`src/design/ber_tlv_tag_search_assert.svh`:
```
// assertion macros for the tag search block
`ifndef BER_TLV_TAG_SEARCH_ASSERT_SVH
`define BER_TLV_TAG_SEARCH_ASSERT_SVH

`ifndef SYNTHESIS
`define BTTS_CHECK(lbl, clk, rst_n, expr, msg) \
	lbl: assert property (@(posedge clk) disable iff (!rst_n) (expr)) else $error(msg);
`define BTTS_IMPLY_NEXT(lbl, clk, rst_n, ante, cons, msg) \
	lbl: assert property (@(posedge clk) disable iff (!rst_n) (ante) |=> (cons)) \
		else $error(msg);
`else
`define BTTS_CHECK(lbl, clk, rst_n, expr, msg)
`define BTTS_IMPLY_NEXT(lbl, clk, rst_n, ante, cons, msg)
`endif

`endif

```
`src/design/btts_pkg.sv`:
```
package btts_pkg;

	localparam logic [4:0] TAG_MULTI = 5'h1F;
	localparam logic [7:0] LEN_LONG = 8'h80;
	localparam logic [6:0] LEN_MASK = 7'h7F;
	localparam logic [7:0] CONS_BIT = 8'h20;
	localparam logic [7:0] PAD_BYTE = 8'h00;
	localparam logic [15:0] WANTED_RST = 16'h005A;
	localparam int DEPTH_W = 5;
	localparam int REM_W = 16;

	typedef struct packed {
		logic [7:0] data_byte;
		logic [12:0] bytes_left;
		logic first_byte;
	} in_beat_t;

	typedef struct packed {
		logic [15:0] element_tag;
		logic [15:0] element_length;
		logic header_done;
		logic constructed;
		logic [3:0] nest_depth;
		logic [7:0] value_byte;
		logic in_match;
		logic match_last;
		logic found;
		logic malformed;
		logic search_failed;
		logic done_res;
	} out_beat_t;

	typedef struct packed {
		logic step;
		logic descend;
		logic pop_one;
		logic pop_ended;
		logic [15:0] len;
	} stk_cmd_t;

	typedef struct packed {
		logic [DEPTH_W-1:0] depth;
		logic [REM_W-1:0] rem;
	} stk_stat_t;

endpackage

```
`src/design/btts_level_stack.sv`:
```
`include "ber_tlv_tag_search_assert.svh"

module btts_level_stack #(
	parameter int MAX_DEPTH = 8,
	parameter int BUF_BYTES = 4096
) (
	input logic clk,
	input logic arst_n,
	input logic restart,
	input logic [btts_pkg::REM_W-1:0] top_rem,
	input btts_pkg::stk_cmd_t cmd,
	output btts_pkg::stk_stat_t stat
);
	import btts_pkg::*;

	localparam int PW = $clog2(MAX_DEPTH + 1);
	localparam int IW = (MAX_DEPTH > 1) ? $clog2(MAX_DEPTH) : 1;
	localparam int RW = $clog2(BUF_BYTES);

	logic [PW-1:0] ptr_q;
	logic [RW-1:0] rem_q [MAX_DEPTH];

	logic [PW-1:0] ptr_c, ptr_n, ptr_f;
	logic [IW-1:0] idx;
	logic [RW-1:0] rem_c, r_cur;
	logic [RW-1:0] rem_nxt [MAX_DEPTH];

	always_comb begin
		ptr_c = restart ? '0 : ptr_q;
		idx = IW'(ptr_c - PW'(1));
		rem_c = rem_q[idx];
		if (ptr_c == '0) begin
			r_cur = RW'(top_rem);
		end else if (rem_c != '0) begin
			r_cur = rem_c - RW'(1);
		end else begin
			r_cur = '0;
		end

		stat.depth = DEPTH_W'(ptr_c);
		stat.rem = REM_W'(r_cur);
	end

	always_comb begin
		rem_nxt = rem_q;
		ptr_n = ptr_c;
		if (ptr_c != '0) begin
			rem_nxt[idx] = r_cur;
		end
		if (cmd.descend) begin
			if (ptr_c != '0) begin
				rem_nxt[idx] = r_cur - RW'(cmd.len);
			end
			rem_nxt[IW'(ptr_c)] = RW'(cmd.len);
			ptr_n = ptr_c + PW'(1);
		end else if (cmd.pop_one) begin
			ptr_n = ptr_c - PW'(1);
		end

		// close the run-out levels above the deepest level that still has bytes left, innermost first
		ptr_f = ptr_n;
		if (cmd.pop_ended) begin
			ptr_f = '0;
			for (int k = 1; k <= MAX_DEPTH; k++) begin
				if (PW'(k) <= ptr_n && rem_nxt[k-1] != '0) begin
					ptr_f = PW'(k);
				end
			end
		end
	end

	always_ff @(posedge clk or negedge arst_n) begin
		if (!arst_n) begin
			ptr_q <= '0;
		end else if (cmd.step) begin
			ptr_q <= ptr_f;
		end
	end

	always_ff @(posedge clk) begin
		if (cmd.step) begin
			rem_q <= rem_nxt;
		end
	end

	`BTTS_CHECK(a_ptr_bound, clk, arst_n, ptr_q <= PW'(MAX_DEPTH), "level pointer past max depth")
	`BTTS_IMPLY_NEXT(a_descend_nonzero, clk, arst_n, cmd.step && cmd.descend, ptr_q != '0, "descent left pointer at top")

endmodule

```
`src/design/ber_tlv_tag_search.sv`:
```
// streaming tag search over one byte per beat
// the result beat is registered in the cycle after the input beat is taken
// throughput: one byte per cycle unless in_stall; level bookkeeping and pop search settle in that cycle
// reset: arst_n clears parse state, level pointer and output valid; wanted tag reverts to 0x005A
// first_byte restarts the search on the beat that carries it
`include "ber_tlv_tag_search_assert.svh"

module ber_tlv_tag_search #(
	parameter int MAX_DEPTH = 8,
	parameter int BUF_BYTES = 4096
) (
	input logic clk,
	input logic arst_n,
	input logic cfg_wr_en,
	input logic [15:0] cfg_wr_data,
	input logic in_valid,
	output logic in_stall,
	input btts_pkg::in_beat_t in_data,
	output logic out_valid,
	input logic out_stall,
	output btts_pkg::out_beat_t out_data
);
	import btts_pkg::*;

	typedef enum logic [2:0] {
		PH_PAD,
		PH_TAG2,
		PH_LEN1,
		PH_LENX,
		PH_SKIPVAL,
		PH_MATCH
	} phase_t;

	phase_t phase_q, ph_c, ph_n;
	logic [15:0] wanted_q;
	logic [15:0] tag_q, tag_c, tag_n;
	logic [15:0] len_q, len_c, len_n;
	logic [1:0] lbp_q, lbp_c, lbp_n;
	logic skip_q, skip_c, skip_n;
	logic [15:0] mrem_q, mrem_c, mrem_n;
	logic done_q, done_c, done_n;
	logic out_valid_q;
	out_beat_t out_data_q, o;

	logic acc;
	logic [16:0] bl;
	logic [REM_W-1:0] top_rem;
	logic [7:0] byte_in;
	logic [6:0] lol;
	logic [7:0] first_tag;
	logic [15:0] len_val;
	logic bad, hdr, cons, skip_val;
	stk_cmd_t cmd;
	stk_stat_t stat;

	assign in_stall = out_valid_q && out_stall;
	assign acc = in_valid && !in_stall;
	assign out_valid = out_valid_q;
	assign out_data = out_data_q;
	assign byte_in = in_data.data_byte;

	always_comb begin
		bl = {4'b0, in_data.bytes_left};
		if (bl == '0) begin
			bl = 17'd1;
		end
		if (bl > 17'(BUF_BYTES)) begin
			bl = 17'(BUF_BYTES);
		end
		top_rem = REM_W'(bl - 17'd1);
	end

	btts_level_stack #(
		.MAX_DEPTH(MAX_DEPTH),
		.BUF_BYTES(BUF_BYTES)
	) u_stack (
		.clk(clk),
		.arst_n(arst_n),
		.restart(in_data.first_byte),
		.top_rem(top_rem),
		.cmd(cmd),
		.stat(stat)
	);

	always_comb begin
		if (in_data.first_byte) begin
			ph_c = PH_PAD;
			tag_c = '0;
			len_c = '0;
			lbp_c = '0;
			skip_c = 1'b0;
			mrem_c = '0;
			done_c = 1'b0;
		end else begin
			ph_c = phase_q;
			tag_c = tag_q;
			len_c = len_q;
			lbp_c = lbp_q;
			skip_c = skip_q;
			mrem_c = mrem_q;
			done_c = done_q;
		end
		ph_n = ph_c;
		tag_n = tag_c;
		len_n = len_c;
		lbp_n = lbp_c;
		skip_n = skip_c;
		mrem_n = mrem_c;
		done_n = done_c;
		o = '0;
		cmd = '0;
		bad = 1'b0;
		hdr = 1'b0;
		len_val = '0;
		lol = byte_in[6:0];
		first_tag = (tag_c > 16'h00FF) ? tag_c[15:8] : tag_c[7:0];
		cons = (first_tag & CONS_BIT) != '0;
		skip_val = 1'b0;

		if (!done_c) begin
			o.nest_depth = 4'(stat.depth);
			if (ph_c == PH_MATCH) begin
				o.value_byte = byte_in;
				o.in_match = 1'b1;
				if (mrem_c != '0) begin
					mrem_n = mrem_c - 16'd1;
				end
				if (mrem_n == '0) begin
					o.match_last = 1'b1;
					done_n = 1'b1;
				end
			end else begin
				cmd.step = acc;
				if (skip_c) begin
					if (stat.rem == '0) begin
						skip_n = 1'b0;
						cmd.pop_one = 1'b1;
					end
				end else begin
					case (ph_c)
						PH_PAD: begin
							if (byte_in != PAD_BYTE) begin
								tag_n = {8'b0, byte_in};
								ph_n = (byte_in[4:0] == TAG_MULTI) ? PH_TAG2 : PH_LEN1;
							end
							if (stat.rem == '0) begin
								bad = 1'b1;
							end
						end
						PH_TAG2: begin
							tag_n = {tag_c[7:0], byte_in};
							ph_n = PH_LEN1;
							if (stat.rem == '0) begin
								bad = 1'b1;
							end
						end
						PH_LEN1: begin
							if ((byte_in & LEN_LONG) != '0) begin
								if (lol == '0 || lol > 7'd2) begin
									bad = 1'b1;
								end else begin
									lbp_n = lol[1:0];
									len_n = '0;
									ph_n = PH_LENX;
									if (stat.rem == '0) begin
										bad = 1'b1;
									end
								end
							end else begin
								hdr = 1'b1;
								len_val = {8'b0, byte_in & {1'b0, LEN_MASK}};
							end
						end
						PH_LENX: begin
							len_n = {len_c[7:0], byte_in};
							if (lbp_c != '0) begin
								lbp_n = lbp_c - 2'd1;
							end
							if (lbp_n == '0) begin
								hdr = 1'b1;
								len_val = len_n;
							end else if (stat.rem == '0) begin
								bad = 1'b1;
							end
						end
						PH_SKIPVAL: begin
							if (len_c != '0) begin
								len_n = len_c - 16'd1;
							end
							if (len_n == '0) begin
								ph_n = PH_PAD;
							end
						end
						default: begin
							ph_n = PH_PAD;
						end
					endcase
				end

				if (hdr) begin
					if (len_val > stat.rem) begin
						bad = 1'b1;
					end else begin
						o.element_tag = tag_c;
						o.element_length = len_val;
						o.header_done = 1'b1;
						o.constructed = cons;
						ph_n = PH_PAD;
						if (tag_c == wanted_q) begin
							o.found = 1'b1;
							if (len_val == '0) begin
								done_n = 1'b1;
							end else begin
								ph_n = PH_MATCH;
								mrem_n = len_val;
							end
						end else if (cons) begin
							if (stat.depth < DEPTH_W'(MAX_DEPTH)) begin
								if (len_val != '0) begin
									cmd.descend = 1'b1;
									cmd.len = len_val;
								end
							end else begin
								o.malformed = 1'b1;
								skip_val = 1'b1;
							end
						end else begin
							skip_val = 1'b1;
						end
						if (skip_val && len_val != '0) begin
							len_n = len_val;
							ph_n = PH_SKIPVAL;
						end
					end
				end

				if (bad) begin
					o.malformed = 1'b1;
					ph_n = PH_PAD;
					lbp_n = '0;
					if (stat.depth == '0) begin
						o.search_failed = 1'b1;
						done_n = 1'b1;
					end else if (stat.rem == '0) begin
						cmd.pop_one = 1'b1;
					end else begin
						skip_n = 1'b1;
					end
				end

				cmd.pop_ended = !done_n && !skip_n && ph_n == PH_PAD;
			end

			if (!done_n && bl <= 17'd1) begin
				o.search_failed = 1'b1;
				done_n = 1'b1;
			end
		end
		o.done_res = done_n;
	end

	always_ff @(posedge clk or negedge arst_n) begin
		if (!arst_n) begin
			wanted_q <= WANTED_RST;
			phase_q <= PH_PAD;
			tag_q <= '0;
			len_q <= '0;
			lbp_q <= '0;
			skip_q <= 1'b0;
			mrem_q <= '0;
			done_q <= 1'b0;
			out_valid_q <= 1'b0;
			out_data_q <= '0;
		end else begin
			if (cfg_wr_en) begin
				wanted_q <= cfg_wr_data;
			end
			if (acc) begin
				phase_q <= ph_n;
				tag_q <= tag_n;
				len_q <= len_n;
				lbp_q <= lbp_n;
				skip_q <= skip_n;
				mrem_q <= mrem_n;
				done_q <= done_n;
				out_data_q <= o;
				out_valid_q <= 1'b1;
			end else if (!out_stall) begin
				out_valid_q <= 1'b0;
			end
		end
	end

	`BTTS_IMPLY_NEXT(a_done_quiet, clk, arst_n, acc && done_q && !in_data.first_byte, out_valid_q && out_data_q.done_res && !out_data_q.in_match && !out_data_q.header_done, "beat after finish not quiet")
	`BTTS_IMPLY_NEXT(a_match_beat, clk, arst_n, acc && phase_q == PH_MATCH && !done_q && !in_data.first_byte, out_data_q.in_match, "value beat not flagged in match")
	`BTTS_IMPLY_NEXT(a_buf_end, clk, arst_n, acc && in_data.bytes_left <= 13'd1, out_data_q.done_res, "buffer end without finish")

endmodule
```
`config.mk`:
```
export PLATFORM = sky130hd
export DESIGN_NAME = ber_tlv_tag_search
export DESIGN_NICKNAME = d
export VERILOG_FILES = /design/src/design/btts_pkg.sv /design/src/design/btts_level_stack.sv /design/src/design/ber_tlv_tag_search.sv
export VERILOG_INCLUDE_DIRS = /design/src /design/src/design
export SDC_FILE = /design/constraint.sdc
export NUM_CORES = 1
export LEC_CHECK = 0
export BUFFER_PORTS_ARGS = -buffer_cell sky130_fd_sc_hd__buf_2
export CAP_MARGIN = 15
export CORE_ASPECT_RATIO = 1.5
export CORE_UTILIZATION = 50
export DETAILED_ROUTE_END_ITERATION = 16
export PLACE_DENSITY = 0.77
export SYNTH_ARGS = -nofsm -noshare
export SYNTH_HDL_FRONTEND = slang
export SYNTH_SLANG_ARGS = --single-unit
```
`constraint.sdc`:
```
create_clock -name clk -period 20.1 [get_ports clk]
set_clock_uncertainty 0.1 [all_clocks]
set_input_delay 2.01 -clock clk [delete_from_list [all_inputs] [get_ports clk]]
set_output_delay 2.01 -clock clk [all_outputs]
set_load 0.01 [all_outputs]
```
# ---- Word-level counts from Yosys, hierarchy flattened
# Cells that the tools add are included.
dict set report classes {
  eq_ne 8
  n_reduce_logical 48
  order_cmp 18
  n_mux 180
  bitwise_logic 2
  add_sub_neg 8
}
# op n
set ops {}
lappend ops {{$mux W16} 39}
lappend ops {{$mux W96} 4}
lappend ops {{$bwmux W96} 3}
lappend ops {{$reduce_bool A12 Y1} 9}
lappend ops {{$mux W34} 3}
lappend ops {{$demux W12 S3} 2}
lappend ops {{$mux W12} 6}
lappend ops {{$logic_not A16 Y1} 4}
lappend ops {{$pmux W16 S2} 2}
lappend ops {{$mux W1} 63}
lappend ops {{$mux W3} 21}
lappend ops {{$mux W51} 1}
lappend ops {{$pmux W16 S3} 1}
lappend ops {{$reduce_bool A16 Y1} 3}
lappend ops {{$mux W20} 2}
lappend ops {{$bmux W12 S3} 1}
lappend ops {{$mux W2} 18}
lappend ops {{$sub A16 B1 Y16 const B} 2}
lappend ops {{$mux W13} 2}
lappend ops {{$sub A12 B1 Y12 const B} 2}
lappend ops {{$mux W4} 5}
lappend ops {{$gt A17 B13 Y1 const B} 1}
lappend ops {{$eq A16 B16 Y1} 1}
lappend ops {{$gt A16 B12 Y1} 1}
lappend ops {{other kinds (40)} 68}
dict set report totals {
  regBits 223
}

# ---- Depth between registers and ports, before layout
# Gate-level depths: netlist of the first run.
dict set report logic_depth {
  word_depth 46
  ltp_mapped 48
  depth_no_buf 39
}

# ---- Cells and area by module
# A second synthesis of the first run with hierarchy kept.
dict set report unflattened {
  cells_unflattened 2017
  area_unflattened_um2 17206.5
}
# mod instances cells_each area_per_inst_um2
set modules_own_cells {}
lappend modules_own_cells {btts_level_stack 1 1015 8742.1}
lappend modules_own_cells {ber_tlv_tag_search 1 1002 8464.4}

# ---- Worst setup path before layout of the first run
# OpenSTA, ideal clock, no wires.
dict set report synth_timing {
  path_type {input to register}
  startpoint {input port in_data[0] (netlist bit)}
  endpoint {register u_stack.ptr_q[2]}
  setup_slack_ps 7511
  path_stages 46
  setup_ps 124
  path_buffers 14
  arrival_ps 12365
  cell_sequence {buf_6 > buf_4 > nand2b_4 > buf_2 > buf_1 > clkbuf_1 > ha_1 > clkbuf_1 > nor2_1 > mux2i_2 > buf_2 > a21oi_1 > nor4_4 > nand4_1 > buf_2 > or4_1 > a31o_2 > clkbuf_1 > [10 not listed] > buf_1 > clkbuf_1 > nand2_1 > fa_1 > a21oi_1 > o211ai_1 > nor2_1 > xor2_1 > nor2_1 > a211oi_1 > a21oi_1 > a21o_1 > or4_1 > or4_1 > o41a_1 > nor2_1 > a21oi_1 > a211o_1}
}
# element line
set synth_rtl {}
lappend synth_rtl {{from (decl)} ber_tlv_tag_search.sv:18} ;# input btts_pkg::in_beat_t in_data,
lappend synth_rtl {{to (signal assigned)} btts_level_stack.sv:76} ;# ptr_q <= ptr_f;
lappend synth_rtl {{to (decl)} btts_level_stack.sv:20} ;# logic [PW-1:0] ptr_q;

==> results of run 1 <==
[kinds of logic (layout without fill, tap and decap cells)]
| kind of cell | count (synthesis) | count (layout) | share of synthesized area |
|---|---|---|---|
| xor gates and xnor gates | 38 | 38 | 0.0190 |
| AOI/OAI and AO/OA | 762 | 762 | 0.283 |
| DFF | 223 | 223 | 0.346 |
| and+or+nand+nor | 830 | 830 | 0.227 |
| muxes | 74 | 74 | 0.0454 |
| other | 0 | 2 | 0 |
| buffers and inverters | 243 | 272 | 0.0560 |
| adders and majority gates | 32 | 32 | 0.0233 |
[registers in the layout (all words and copies together) (netlist names)]
name	count
mrem_q	16
u_stack.rem_q	96
tag_q	16
u_stack.ptr_q	4
out_data	52
wanted_q	16
lbp_q	2
out_valid	1
skip_q	1
len_q	16
phase_q	3
[layer usage]
| layer | share of wire | vias up |
|---|---|---|
| li1 | - | 8166 |
| met4 | 0.096 | 0 |
| met1 | 0.35 | 8890 |
| met2 | 0.47 | 1220 |
| met5 | 0 | - |
| met3 | 0.091 | 377 |
[power groups by stage]
stage / Clock, uW / Sequential, uW / Combinational (uW)
2_1_floorplan: 0 / 594 / 969
3_3_place_gp: 0 / 628 / 1480
3_5_place_dp: 0 / 630 / 1490
4_1_cts: 485 / 622 / 1500
5_1_grt: 499 / 632 / 1630
6_report: 484 / 628 / 1560
[how the worst max path moves through the flow]
stage	startpoint	to	slack, ns
2_1_floorplan	in_data[0]	u_stack.ptr_q[2]$_DFFE_PN0P_	7.51
3_3_place_gp	in_data[0]	u_stack.ptr_q[2]$_DFFE_PN0P_	6.58
3_5_place_dp	in_data[0]	u_stack.ptr_q[0]$_DFFE_PN0P_	6.39
4_1_cts	in_data[0]	u_stack.ptr_q[0]$_DFFE_PN0P_	6.95
5_1_grt	in_data[0]	u_stack.ptr_q[0]$_DFFE_PN0P_	6.30
6_report	in_data[0]	u_stack.ptr_q[0]$_DFFE_PN0P_	6.71
[final cells by class]
type,instances,share of cell area
timing repair buffer,150,0.0461
tap,467,0.0304
clock buffer,34,0.0395
antenna,2,0.000261
inverter,76,0.0150
sequential,223,0.316
clock inverter,12,0.00430
multi-input combinational,1736,0.548
[through the flow]
step	cell area (um^2)	util	total power, uW
after CTS	19200	0.558	2610
final	19200	0.559	2670
after global routing	19200	0.558	2760
after global placement	18300	0.534	2100
after detailed placement	18300	0.534	2120
after floorplan	17500	-	1560
[critical path, delay by kind of cell]
| family | cells | cell delay [ns] |
|---|---|---|
| xor+xnor | 1 | 0.62 |
| mux | 1 | 0.54 |
| fa+ha+maj | 4 | 1.30 |
| compound gates | 12 | 2.86 |
| simple gates | 14 | 5.26 |
| buf+inv | 4 | 1.10 |
[layout by cell type, fill, tap and decap left out, types with 49 or more instances in the layout]
| cell type | netlist | routed |
|---|---|---|
| a21oi_1 | 175 | 175 |
| a22o_1 | 51 | 51 |
| buf_2 | 16 | 96 |
| buf_4 | 5 | 54 |
| dfrtp_1 | 123 | 123 |
| edfxtp_1 | 96 | 96 |
| inv_1 | 73 | 73 |
| mux2i_1 | 49 | 49 |
| nand2_1 | 328 | 327 |
| nand3_1 | 57 | 57 |
| nor2_1 | 196 | 195 |
| nor3_1 | 62 | 60 |
| o21ai_0 | 218 | 218 |
==> metrics, run 1 <==
PortBufs=96; Synth-to-Final Area Change=9.46%; syn_area_per_cell=roughly 8 um^2; RePlAce Congestion=1.07; Fill cells=3259; Worst Hold End=out_data[5]$_DFFE_PN0P_; Psw=1400 uW; Clock Sinks=between 200 and 250; Worst R2R Setup Slack=7.93 ns; predominant post-synthesis flop cell=dfrtp_1; floorplan row count=83; r2r startpoint=u_stack.ptr_q[0]$_DFFE_PN0P_; DR DRC count=0; Clock power frac=0.181; sequential share of the synthesized area=0.346; CTS root buf=clkbuf_16; Hold Crit Start=out_data[5]$_DFFE_PN0P_; Peak Freq=74.7 MHz; Yosys top cell by area=dfrtp_1; Setup Viol. Count Final=0; R2R depth=36; Sw Share=0.524; depth of the CTS H-tree=1; minimum clock period after layout=between 10 and 15 ns; Starting Density=0.510; synth unique cells=roughly 110; Syn Nets=2277; initial antenna violation count=1; largest net degree at the start of global routing=79; vias in the first global route=17700; clock-pin slew of the registers on the worst-case setup and hold paths=around 0.060 ns; CP Data Arrival Time=13.79 ns; clk_lat worst skew=0.59 ns; via count=18700; top cell type's share of synthesized area=0.175; sequential power share=0.235; setup ws final=6.71 ns; cts repair resizes=0; Bufs on Longest Clock Path=3; Initial DRC Count=2267; multi-input combinational cell area=10500 um^2; Slew Viols, Final=0; post-DR vias/cell=6.91; first-pass GRT wire length=108000 um; total negative slack=0 ns; share of layout cells above drive strength 1=0.126; GR Util All Layers=0.405; GR Util met3=0.0679; Congestion Overflow GR=0; Mapped Area=17500 um^2; Leakage=roughly 0.0076 uW; Int Power=1270 uW; Worst Path Required=around 21 ns; Synth Instances=2202; FF-to-FF End=u_stack.ptr_q[0]$_DFFE_PN0P_; Post-CTS Setup Bufs=0; TritonCTS clock tree=yes; slowest stage cell, crit path=nor4_1; setup repair after global routing missed its margin=no; HP Class=reg2reg; final hold vios=0; Die Height=231 um; outcome=finished clean; met1 Use GR=0.454; GR Util met2=0.669; worst-margin pin slew=roughly 1.3 ns; pre-CTS setup slack=6.39 ns; element type at the critical path end=flip-flop; Antenna Nets Post-Route=0; die area=35800 um^2; hold_buf cts=0; placed cells=about 2700; Max-Cap Viols=0; DRT Pass-1 Iters=7; CTS Buf Count=25; Reg area=6070 um^2; count leader, synth=nand2_1; final cell count without fillers=2700; drt wl/cell=27.1 um; max incr delay on CP=0.86 ns; crit start category=primary input; DIE WIDTH=155 um; hpwl dp=approximately 52000 um; Hold Path Depth=1; kind of critical path=in2reg; worst vdd ir=between 0.08 and 0.09 mV; CP max FO=40; top post-synthesis cells by count=328 x nand2_1, 218 x o21ai_0, 196 x nor2_1, 175 x a21oi_1, 124 x clkbuf_1; final period utilization=0.666; Min Hold Slack=0.369 ns; DRT Wirelength=73100 um; I/O pin cnt=a little under 100; asr flop ratio synth=0.570; slew margin rel.=0.143; GR peak layer=met2; number of enable flip-flop cells after synthesis=between 90 and 100; Layout Nets=2287; Synth Register Bits=223; warning count from the yosys run=0; core box area=34400 um^2; top post-synthesis cells by area=dfrtp_1 18%, edfxtp_1 16%, nand2_1 7.0%; logic gate share of total power=0.584; Cell Pwr Density=139 nW/um^2
Power figures use the tool's default switching activity.
==> run 2: changes to the inputs <==
==> constraint.sdc (replaced) <==
create_clock -name clk -period 13.7 [get_ports clk]
set_clock_uncertainty 0.1 [all_clocks]
set_input_delay 1.37 -clock clk [delete_from_list [all_inputs] [get_ports clk]]
set_output_delay 1.37 -clock clk [all_outputs]
set_load 0.01 [all_outputs]
==> run 2 against run 1 <==
Effect of this change: critical path depth rose by 1; final area up 0.21%; routed wire length up 3.4%; largest power group unchanged; first-iteration DRC count up 22%; critical endpoint unchanged.
==> metrics, run 2 (same netlist as run 1, synthesis figures left out) <==
pre-CTS setup slack=1.27 ns; CP max FO=25; worst vdd ir=0.112 mV; Max-Cap Viols=0; R2R depth=35; Congestion Overflow GR=0; Slew Viols, Final=0; Synth-to-Final Area Change=9.69%; kind of critical path=in2reg; total negative slack=0 ns; DRT Pass-1 Iters=6; initial antenna violation count=3; minimum clock period after layout=12.57 ns; Starting Density=0.510; final hold vios=0; share of layout cells above drive strength 1=0.126; cts repair resizes=0; via count=19100; TritonCTS clock tree=yes; vias in the first global route=18000; Hold Path Depth=2; DR DRC count=0; commonest non-fill, non-tap cell in the layout=nand2_1; Min Hold Slack=0.377 ns; RePlAce Congestion=1.09; DRT Wirelength=between 70000 and 80000 um; Initial DRC Count=between 2000 and 3000; I/O pin cnt=slightly below 100; placed cells=2653; hold_buf cts=0; slew margin rel.=0.0729; DIE WIDTH=155 um; Bufs on Longest Clock Path=3; Peak Freq=79.5 MHz; Setup Viol. Count Final=0; final period utilization=0.918; PortBufs=96; Worst Path Required=between 10 and 15 ns; Leakage=0.00758 uW; drt wl/cell=27.9 um; power consumption=4020 uW; CP Data Arrival Time=12.94 ns; Post-CTS Setup Bufs=0; final cell count without fillers=2704; first-pass GRT wire length=112000 um; die area=35800 um^2; r2r startpoint=u_stack.ptr_q[1]$_DFFE_PN0P_; CTS root buf=clkbuf_16; setup repair after global routing missed its margin=no; Cell Pwr Density=209 nW/um^2; crit start category=primary input; element type at the critical path end=flip-flop; outcome=finished clean; max reg flops=between 90 and 100; post-DR vias/cell=7.05; Antenna Nets Post-Route=0; largest reg by FF count=u_stack.rem_q; FF-to-FF End=u_stack.ptr_q[0]$_DFFE_PN0P_; Worst Hold End=out_data[17]$_DFFE_PN0P_; Layout Nets=2291; Die Height=231 um; clock-pin slew of the registers on the worst-case setup and hold paths=0.07 ns; commonest cells after routing, fill and taps aside=327 x nand2_1, 218 x o21ai_0, 195 x nor2_1, 175 x a21oi_1, 123 x dfrtp_1; largest net degree at the start of global routing=74; slowest stage cell, crit path=xor2_1; depth of the CTS H-tree=1; setup ws final=1.13 ns; worst-margin pin slew=1.39 ns; CTS Buf Count=25; Hold Crit Start=out_data[17]$_DFFE_PN0P_; HP Class=reg2reg; Worst R2R Setup Slack=1.48 ns; core box area=34400 um^2; hpwl dp=52200 um; Clock Sinks=223; max incr delay on CP=1.07 ns; GR Util All Layers=0.420; clk_lat worst skew=0.58 ns; Fill cells=3147; floorplan row count=83
## run 2: cell count changes in the layout (fill, tap and decap cells not counted), sizes merged
cell	before	now
buf	150	153
clkbuf	34	40
clkinv	9	4
## run 2: report_power, final
part	total [uW]	switching [uW]	internal, uW	leakage (uW)
Combinational	2390	1700	689	0.00457
Sequential	924	119	805	0.00260
Clock	702	310	392	0.000414
Total	4020	2130	1890	0.00758
## run 2: worst max-delay path by stage
stage	startpoint	to	slack, ns	cells past startpoint
floorplan	in_data[0]	u_stack.ptr_q[2]$_DFFE_PN0P_	1.75	46
finish	in_data[0]	u_stack.ptr_q[0]$_DFFE_PN0P_	1.13	37
global placement	in_data[0]	u_stack.ptr_q[0]$_DFFE_PN0P_	1.60	34
detailed placement	in_data[0]	u_stack.ptr_q[0]$_DFFE_PN0P_	1.27	34
CTS	in_data[0]	u_stack.ptr_q[0]$_DFFE_PN0P_	1.82	34
global route	in_data[0]	u_stack.ptr_q[0]$_DFFE_PN0P_	0.76	40
## run 2: stage by stage
step,area [um^2],util
2_1_floorplan,17500,-
3_3_place_gp,18400,0.534
3_5_place_dp,18400,0.534
4_1_cts,19200,0.559
5_1_grt,19200,0.560
6_report,19200,0.560
## run 2: area by class of cell
cell class,instances,area (um^2),share of cell area
clock buffer,39,771,0.0401
inverter,76,288,0.0150
sequential,223,6070,0.315
timing repair buffer,154,925,0.0481
antenna,2,5.00,0.000260
clock inverter,7,66.3,0.00345
multi-input combinational,1736,10500,0.548
tap,467,584,0.0304
## run 2: layer usage
metal	global-route usage	up-vias	wire length [um]
met5	0	-	60
met3	0.109	455	8650
met1	0.474	8945	25400
met4	0.354	6	7550
met2	0.664	1490	33900
li1	-	8167	-
## run 2: critical path, delay by kind of cell
kind	cells	cell delay, ns
mux	1	0.77
compound gates	14	3.13
fa+ha+maj	3	1.29
xor+xnor	1	1.07
simple gates	13	4.06
buf+inv	5	1.21
